### src/mcm_dim_mem.sv
// Dimension store: one write port, one registered read port.
`default_nettype none
module mcm_dim_mem #(
	parameter int DEPTH = 17,
	parameter int DIM_BITS = 16
) (
	input  wire logic                     clk,
	input  wire logic                     we,
	input  wire logic [$clog2(DEPTH)-1:0] waddr,
	input  wire logic [DIM_BITS-1:0]      wdata,
	input  wire logic [$clog2(DEPTH)-1:0] raddr,
	output logic      [DIM_BITS-1:0]      rdata
);

	logic [DIM_BITS-1:0] mem_q [DEPTH];
	logic [DIM_BITS-1:0] rdata_q;

	always_ff @(posedge clk) begin
		if (we) begin
			mem_q[waddr] <= wdata;
		end
		rdata_q <= mem_q[raddr];
	end

	assign rdata = rdata_q;

endmodule
`default_nettype wire

### config.mk
export PLATFORM = sky130hd
export DESIGN_NAME = mcm_dim_mem
export DESIGN_NICKNAME = d
export VERILOG_FILES = /design/src/mcm_dim_mem.sv
export SDC_FILE = /design/constraint.sdc
export NUM_CORES = 1
export LEC_CHECK = 0
export BUFFER_PORTS_ARGS = -buffer_cell sky130_fd_sc_hd__buf_2
export CORE_MARGIN = 2
export CORE_UTILIZATION = 40
export CTS_BUF_LIST = sky130_fd_sc_hd__clkbuf_16
export CTS_CLUSTER_DIAMETER = 150
export DETAILED_ROUTE_END_ITERATION = 8
export GPL_ROUTABILITY_DRIVEN = 0
export GPL_TIMING_DRIVEN = 0
export PLACE_DENSITY_LB_ADDON = 0.05
export SYNTH_ARGS = -nofsm -noshare
export SYNTH_HDL_FRONTEND = slang
export SYNTH_SLANG_ARGS = --single-unit
export TNS_END_PERCENT = 5
### constraint.sdc
create_clock -name clk -period 2.45 [get_ports clk]
set_input_delay 0.3675 -clock clk [delete_from_list [all_inputs] [get_ports clk]]
set_output_delay 0.3675 -clock clk [all_outputs]
set_load 0.1 [all_outputs]
==> metrics.cfg <==
[outcome]
outcome=completed

[min_path]
hold_path_class=input pin to flip-flop

[power_and_ir_drop]
p_leak_nw=4.168
peakVddDrop_v=0.0006090
power.total_mw=10.69
p_per_area_nw_per_um2=833.8

[sta]
period_needed_ns=1.802
fmax_mhz=555.0
setup_viol=0
tightestPinTransition_ns=0.8154
finalMaxSlewViolations=0
final.setup.tns_ns=0
period_share_pct=73.55
timing.final.ws_setup_ns=0.6481
max-slew-margin-rel_pct=45.40
rsz0062_at_grt=no
skew_ns=0.008023
hold_violations=0
worst_hold_slack_ns=0.2270

[logic_synthesis]
syn_nets=502
yosys.area.top_type=edfxtp_1
syn_area_sq_um=10870
synth_ff_type=edfxtp_1
synth.most_common_cell=edfxtp_1
synthArstFlopShare_pct=0
synth.distinct_cells=27
ys_ff_latch=288
synth_area_leaders=edfxtp_1, mux4_2, dfxtp_1
ys_seq_area_share_pct=78.08
synth_edf_count=272
yosysWarnings=0
netlist.area_leader.share_pct=75.13
synth.cells.most_frequent=edfxtp_1, mux4_2, nor2_1
syn_inst=474
syn_area_per_cell_sq_um=22.94

[floorplanning]
coreArea_sq_um=26800
die_h_microns=168.9
start_util_pct=40.56
die_x_microns=168.9
io_pins=44
design.die.area_sq_um=28510
floorplan.rows=60

[finish]
fin_area_sq_um=12820
n_fill_cell=2168
stdcell_count=928
area_growth_pct=17.90
fin_nets=592
num_antenna_cells=0
layout-drive-gt1-share_pct=37.31
post-route-util_pct=47.82

[place]
portBuffers=40
place_area_sq_um=11820
dp_slack_ns=0.04278
dp.cells=873
dp_hpwl_microns=15940

[global_route]
antenna_found_initial=0
grt_usage_pct=16.68
grt_pass1_vias=5290
grt-ovfl-total=0
grt_pass1_wl_microns=34130
grt_max_degree=18

[cts]
cts_made_buffers=30
clkTransAtPathRegs_ns=0.06
cts_sinks=288
clockBufferDepth=3
hold_buffers=0
cts_resized=0
insertion_delay_ns=0.54
cts_max_level=1
clockRootBuffer=clkbuf_16
cts_tree=yes
post_cts_buffers=0

[routing]
viasPerCell=5.321
vias=4938
first_iter_violations=343
dr.pass1.iters=5
wl_microns=23130
ant_nets=0
routedWlPerCell_microns=24.93
detail_route.drc_violations=0

[critical_path]
cpPeakStageDelay_ns=0.73
path_class=input pin to flip-flop
crit_slowest_cell=nor3b_2
crit_chain=buf_2 > nor2b_1 > nand2_1 > nor3b_2 > buf_4
start_kind=input pin
critPathRequiredTime_ns=2.69
path_max_fanout=9
crit_path_end_kind=flip-flop
crit_arrival_ns=2.04

[run]
maxCapViolCount=0

==> critical path, delay by kind of cell <==
family / cells / cell delay, ns
AND/OR/NAND/NOR: 3 / 1.22
buffers and inverters: 2 / 0.44
==> per-layer routing <==
layer | up-vias | global-route usage (%) | part of all wire, %
met4 | 0 | 3.486 | 1.2
met2 | 94 | 29.97 | 53
met3 | 20 | 2.385 | 4.1
met1 | 2640 | 21.72 | 41
met5 | - | 0 | 0
li1 | 2184 | - | -
==> worst paths after layout <==
path	startpoint	end	slack [ns]	depth (start not counted)
worst max-delay path	waddr[4]	mem_q[8][1]	0.65	5
worst max register to register	mem_q[15][5]	rdata[5]	0.95	3
worst min register to register	mem_q[16][0]	rdata[0]	0.56	2
worst min-delay path	raddr[4]	rdata[0]	0.23	4
==> power by group <==
part / total [mW] / leakage, nW / switching (mW) / internal [mW]
sequential: 5.48 / 2.59 / 0.0172 / 5.46
combinational: 0.695 / 1.08 / 0.475 / 0.220
clock: 4.52 / 0.504 / 1.81 / 2.71
total: 10.7 / 4.17 / 2.30 / 8.39
==> cells in the final DEF, fill, tap and decap left out, drive strengths merged <==
cell and n:
nand2b 3, clkinv 15, mux2i 16, nor3 1
o22ai 16, nor3b 2, a221oi 16, nand3 1
or2 1, and4 1, edfxtp 272, nor2 31
mux4 64, bufinv 4, dfxtp 16, clkinvlp 3
clkbuf 36, buf 78, nor2b 2, nand2 4
nand3b 2, inv 3
==> area by class of cell <==
cell class,instances,area [sq um],area share [%]
repair buffers,58,473.0,3.690
clock inverters,24,222.7,1.738
flip-flops and latches,288,8488,66.22
well taps,341,426.7,3.329
inverters,1,3.754,0.02929
plain buffers,25,221.5,1.728
multi-input cells,160,2206,17.21
clock buffers,31,775.7,6.052
==> flip-flops by register name, indices dropped and copies added, names as in the netlist <==
signal / cells
rdata: 16
mem_q: 272
==> logic make-up (layout without fill, tap and decap cells) <==
group | count (synthesis) | count (layout) | share of synthesized area (%)
muxes | 80 | 80 | 14.83
and+or+nand+nor | 48 | 48 | 2.002
AOI/OAI and AO/OA | 32 | 32 | 3.015
buffers and inverters | 26 | 139 | 2.071
DFF | 288 | 288 | 78.08
No activity file was read; power rests on OpenSTA's default activity.
