## src/mcm_pkg.sv

```systemverilog
// Shared types and constants for the matrix chain minimum cost block.
`default_nettype none
package mcm_pkg;

	localparam int DIM_FIELD_BITS = 16;
	localparam int COST_BITS = 52;
	localparam logic [COST_BITS-1:0] COST_MAX = {COST_BITS{1'b1}};

	typedef struct packed {
		logic [DIM_FIELD_BITS-1:0] dimension;
		logic                      last;
	} dim_word_t;

	typedef struct packed {
		logic [COST_BITS-1:0] min_cost;
		logic                 status;
	} res_word_t;

	// Controls from the sequencer to the shared step unit.
	typedef struct packed {
		logic load_di;    // latch d[i-1] from the dimension read port
		logic load_dij;   // multiply d[i-1] by d[j]
		logic mult_k;     // multiply d[i-1]*d[j] by d[k], add the two sub-costs
		logic compare;    // add the product, keep the smaller of candidate and best
		logic init_best;  // start an interval at the saturation value
		logic zero_best;  // short chain: cost is zero
		logic left_diag;  // left sub-chain is a single matrix
		logic right_diag; // right sub-chain is a single matrix
	} step_ctrl_t;

endpackage
`default_nettype wire

```

## src/mcm_step_unit.sv

```systemverilog
// Shared multiply, add and compare unit that evaluates one split point at a time.
`default_nettype none
module mcm_step_unit #(
	parameter int DIM_BITS = 16
) (
	input  wire logic                          clk,
	input  wire mcm_pkg::step_ctrl_t           ctrl,
	input  wire logic [DIM_BITS-1:0]           dim_rdata,
	input  wire logic [mcm_pkg::COST_BITS-1:0] cost_a,
	input  wire logic [mcm_pkg::COST_BITS-1:0] cost_b,
	output logic      [mcm_pkg::COST_BITS-1:0] best
);

	localparam int PW = 3 * DIM_BITS;
	localparam int CB = mcm_pkg::COST_BITS;

	logic [DIM_BITS-1:0]   di_q;
	logic [2*DIM_BITS-1:0] dij_q;
	logic [PW-1:0]         prod_q;
	logic [CB:0]           csum_q;
	logic [CB-1:0]         best_q;

	logic [2*DIM_BITS-1:0] mul_a;
	logic [PW-1:0]         mul_p;
	logic [CB-1:0]         left_cost;
	logic [CB-1:0]         right_cost;
	logic [CB:0]           csum;
	logic [CB+1:0]         cand;
	logic                  take;

	// One multiplier serves both d[i-1]*d[j] and (d[i-1]*d[j])*d[k].
	assign mul_a = ctrl.load_dij ? {{DIM_BITS{1'b0}}, di_q} : dij_q;
	assign mul_p = mul_a * dim_rdata;

	assign left_cost  = ctrl.left_diag ? '0 : cost_a;
	assign right_cost = ctrl.right_diag ? '0 : cost_b;
	assign csum       = {1'b0, left_cost} + {1'b0, right_cost};

	assign cand = {1'b0, csum_q} + (CB + 2)'(prod_q);
	assign take = cand < {2'b00, best_q};

	always_ff @(posedge clk) begin
		if (ctrl.load_di) begin
			di_q <= dim_rdata;
		end
		if (ctrl.load_dij) begin
			dij_q <= mul_p[2*DIM_BITS-1:0];
		end
		if (ctrl.mult_k) begin
			prod_q <= mul_p;
			csum_q <= csum;
		end
		if (ctrl.zero_best) begin
			best_q <= '0;
		end else if (ctrl.init_best) begin
			best_q <= mcm_pkg::COST_MAX;
		end else if (ctrl.compare && take) begin
			best_q <= cand[CB-1:0];
		end
	end

	assign best = best_q;

endmodule
`default_nettype wire

```

## config.mk

```make
export PLATFORM = sky130hd
export DESIGN_NAME = mcm_step_unit
export DESIGN_NICKNAME = d
export VERILOG_FILES = /design/src/mcm_pkg.sv /design/src/mcm_step_unit.sv
export SDC_FILE = /design/constraint.sdc
export NUM_CORES = 2
export LEC_CHECK = 0
export BUFFER_PORTS_ARGS = -buffer_cell sky130_fd_sc_hd__buf_2
export CAP_MARGIN = 20
export CORE_ASPECT_RATIO = 1.4
export CORE_MARGIN = 2
export CORE_UTILIZATION = 60
export CTS_CLUSTER_SIZE = 8
export DETAILED_ROUTE_END_ITERATION = 6
export GPL_TIMING_DRIVEN = 0
export PLACE_DENSITY = 0.79
export SYNTH_ARGS = -nofsm -noshare
export SYNTH_HDL_FRONTEND = slang
export SYNTH_SLANG_ARGS = --single-unit
```

## constraint.sdc

```tcl
create_clock -name clk -period 15.8 [get_ports clk]
set_clock_uncertainty 0.05 [all_clocks]
set_input_delay 2.37 -clock clk [delete_from_list [all_inputs] [get_ports clk]]
set_output_delay 2.37 -clock clk [all_outputs]
set_load 0.01 [all_outputs]
```

==> impl_results.md <==
* Status: complete, but fails checks
* Violated checks: design-rule violations
* First drt pass iteration count at 7
* Gr ovfl total at 0
* CP max FO at 37
* Die H at 271 um
* Vias in the first global route at 25800
* PostCTS Resize Cnt at 0
* Setup CP Type: in2reg
* Nets at approximately 4400
* Startpoint Class: primary input
* Mapped cell area at a little over 30000 um^2
* CTS Sinks at roughly 200
* FP Rows at 97
* DRC at 2
* CTS HTree Levels at 1
* Routed WL per cell at 19.9 um
* Multi-input logic area at between 20000 and 25000 um^2
* Async set-reset flop share out of synthesis at 0%
* Max Clk Rate at 93.8 MHz
* Worst-case clock buffer depth at 3
* Synth Flop Type: edfxtp_1
* Antenna violations before repair at 3
* Largest net degree at the start of global routing at 53
* Post-CTS setup buffers at 0
* Mean Syn Cell Area at 9.15 um^2
* CTS Hold Buffers Added at 0
* Initial drt markers at ~1800
* Post-layout min period at ~11000 ps
* Period utilisation layout at between 60% and 70%
* Die X at 195 um
* Area leader, netlist: fa_1
* Gr usage total at 32.3%
* Clk_lat worst skew at 570 ps
* Layout area overhead at 8.42%
* Critical Path RT at about 16000 ps
* Arrival time at the worst endpoint at between 10000 and 15000 ps
* Yosys reg bits at 201
* Share of the synthesized area in the top cell type at 27.5%
* Max_slew headroom at 28.7%
* Synthesized instance count at between 3000 and 4000
* Fin. Hold Viols at 0
* CTS Buf Count at 29
* Top cells by area, synth: fa_1 (28%), edfxtp_1 (15%), ha_1 (11%)
* Reg area at 5520 um^2
* CP Capture Type: register
* Die Area at 52700 um^2
* Max cap viols at 0
* Number of library cell types mapped by synthesis at 82
* Fill cells at 4114
* Layout cell share with drive strength beyond 1 at 8.52%
* Slew @ Worst Pin at 1070 ps
* Syn Nets at 4155
* CTS Root Cell: clkbuf_16
* First-pass GRT wire length at 133000 um
* DRT antenna net count at 0
* Sum Neg Setup Slack at 0 ps
* TritonCTS clock tree: built
* Min-delay worst type: reg2reg
* Synth cell count leaders: inv_1 (520), fa_1 (420), nand2_1 (395), ha_1 (271), and2_1 (218)
* Max-slew violations at 0
* Final RePlAce weighted congestion at ~0.98
* Count leader, synth: inv_1
* Starting Density at 60.9%
* Detailed Route WL at 83800 um
* Number of enable flip-flop cells after synthesis at between 100 and 150
* IO Pins at about 180
* Avg Vias per Cell at 5.84
* Setup-failing EPs final at 0
* Via count at between 20000 and 25000
* Core box area at 50100 um^2
* Clock-pin slew on the worst setup and hold paths at 50 ps
* RSZ-0062 raised after global routing: false
* Yosys Warn Count at 0
* Post-synthesis sequential area ratio at between 10% and 20%
* Post-DP HPWL at 69800 um
* Number of port buffers at 178
==> cell type report <==
class | count | area share [%]
Multi-Input combinational cell | 2457 | 67.8
Sequential cell | 201 | 16.7
Timing Repair Buffer | 179 | 2.78
Tap cell | 643 | 2.43
Inverter | 521 | 5.91
Antenna cell | 5 | 0.0378
Clock buffer | 50 | 2.43
Clock inverter | 2 | 0.0869
Buffer | 156 | 1.91
==> kinds of logic (layout without fill, tap and decap cells) <==
| group | count (synthesis) | in the layout | synth area share (%) |
|---|---|---|---|
| flip-flops | 201 | 201 | 18.1 |
| XOR/XNOR | 133 | 133 | 3.82 |
| AO/OA/AOI/OAI | 581 | 581 | 13.3 |
| buffers and inverters | 677 | 908 | 8.48 |
| adder cells (fa/ha/maj) | 691 | 691 | 38.6 |
| other | 0 | 5 | 0 |
| AND/OR/NAND/NOR | 1032 | 1032 | 17.0 |
| multiplexers | 20 | 20 | 0.721 |
==> critical path, cell delays in order <==
cell      delay [ps]
buf_2            370
clkbuf_1         390
clkbuf_1         310
nor2b_1          880
clkbuf_1         630
nand2_1          180
fa_1             530
fa_1             540
fa_1             520
inv_1             60
fa_1             480
fa_1             490
inv_1             50
fa_1             480
inv_1             50
ha_1             350
a21o_1           180
a21o_1           180
a21oi_1          210
o211ai_1         120
a21oi_1          420
o311ai_1         290
a31oi_1          350
nand2b_1         170
nor2b_1          170
xnor2_1           80
==> stage by stage <==
stage	hold slack, ps	instances	cell area (um^2)	utilization [%]	worst slack (ps)
6_report	451	4214	33100	66.0	5140
5_1_grt	485	4211	33100	66.0	4890
4_1_cts	453	4209	33100	66.0	5350
3_5_place_dp	445	4157	32300	64.3	4750
3_3_place_gp	438	4156	32200	64.3	4810
2_1_floorplan	467	3335	30500	-	6950
==> cells in the final DEF, fill, tap and decap left out, types with 5 or more instances in the layout <==
cell	n
o31ai_1	7
nand3_1	33
dfxtp_1	52
a211oi_2	6
a311oi_2	20
o21bai_1	23
xnor2_1	91
nor2b_1	136
mux2_2	16
nand2b_1	20
edfxtp_1	149
nor3_1	59
a311oi_1	21
fa_1	420
o21ai_0	74
diode_2	5
o21ai_1	17
a31o_2	6
o31a_1	9
and3_1	10
buf_2	189
nand2_1	395
o211ai_1	8
ha_1	271
a211oi_1	20
nand4_1	33
clkbuf_1	158
and4_1	9
xor2_1	42
nor4_1	6
a21oi_1	168
clkbuf_16	29
o21a_1	18
inv_1	520
nor2_1	90
a31oi_1	22
and2_1	218
a21o_1	107
or2_2	7
==> registers in the layout, indices dropped and copies added (netlist names) <==
name / flops
csum_q: 53
dij_q: 32
prod_q: 48
best: 52
di_q: 16
==> metal layers <==
layer  part of all wire, %  up-vias  track usage (%)  wire, um
met3                   7.2      288             4.10      6050
met4                   6.4        0             18.9      5390
li1                      -    11300                -         -
met5                     0        -                0         0
met2                    50     1072             57.9     42100
met1                    36    11900             37.0     30300
==> final timing paths <==
check | cells past startpoint | end | slack [ps] | start
hold / removal | 2 | best[4] | 450 | best[4]
hold reg to reg | 2 | best[4] | 450 | best[4]
setup reg to reg | 23 | prod_q[41] | 7800 | dij_q[17]
setup / recovery | 26 | prod_q[41] | 5140 | ctrl[6]
Power is not shown: default switching activity piles up to over one toggle a cycle in this logic, so the estimate is an artifact.
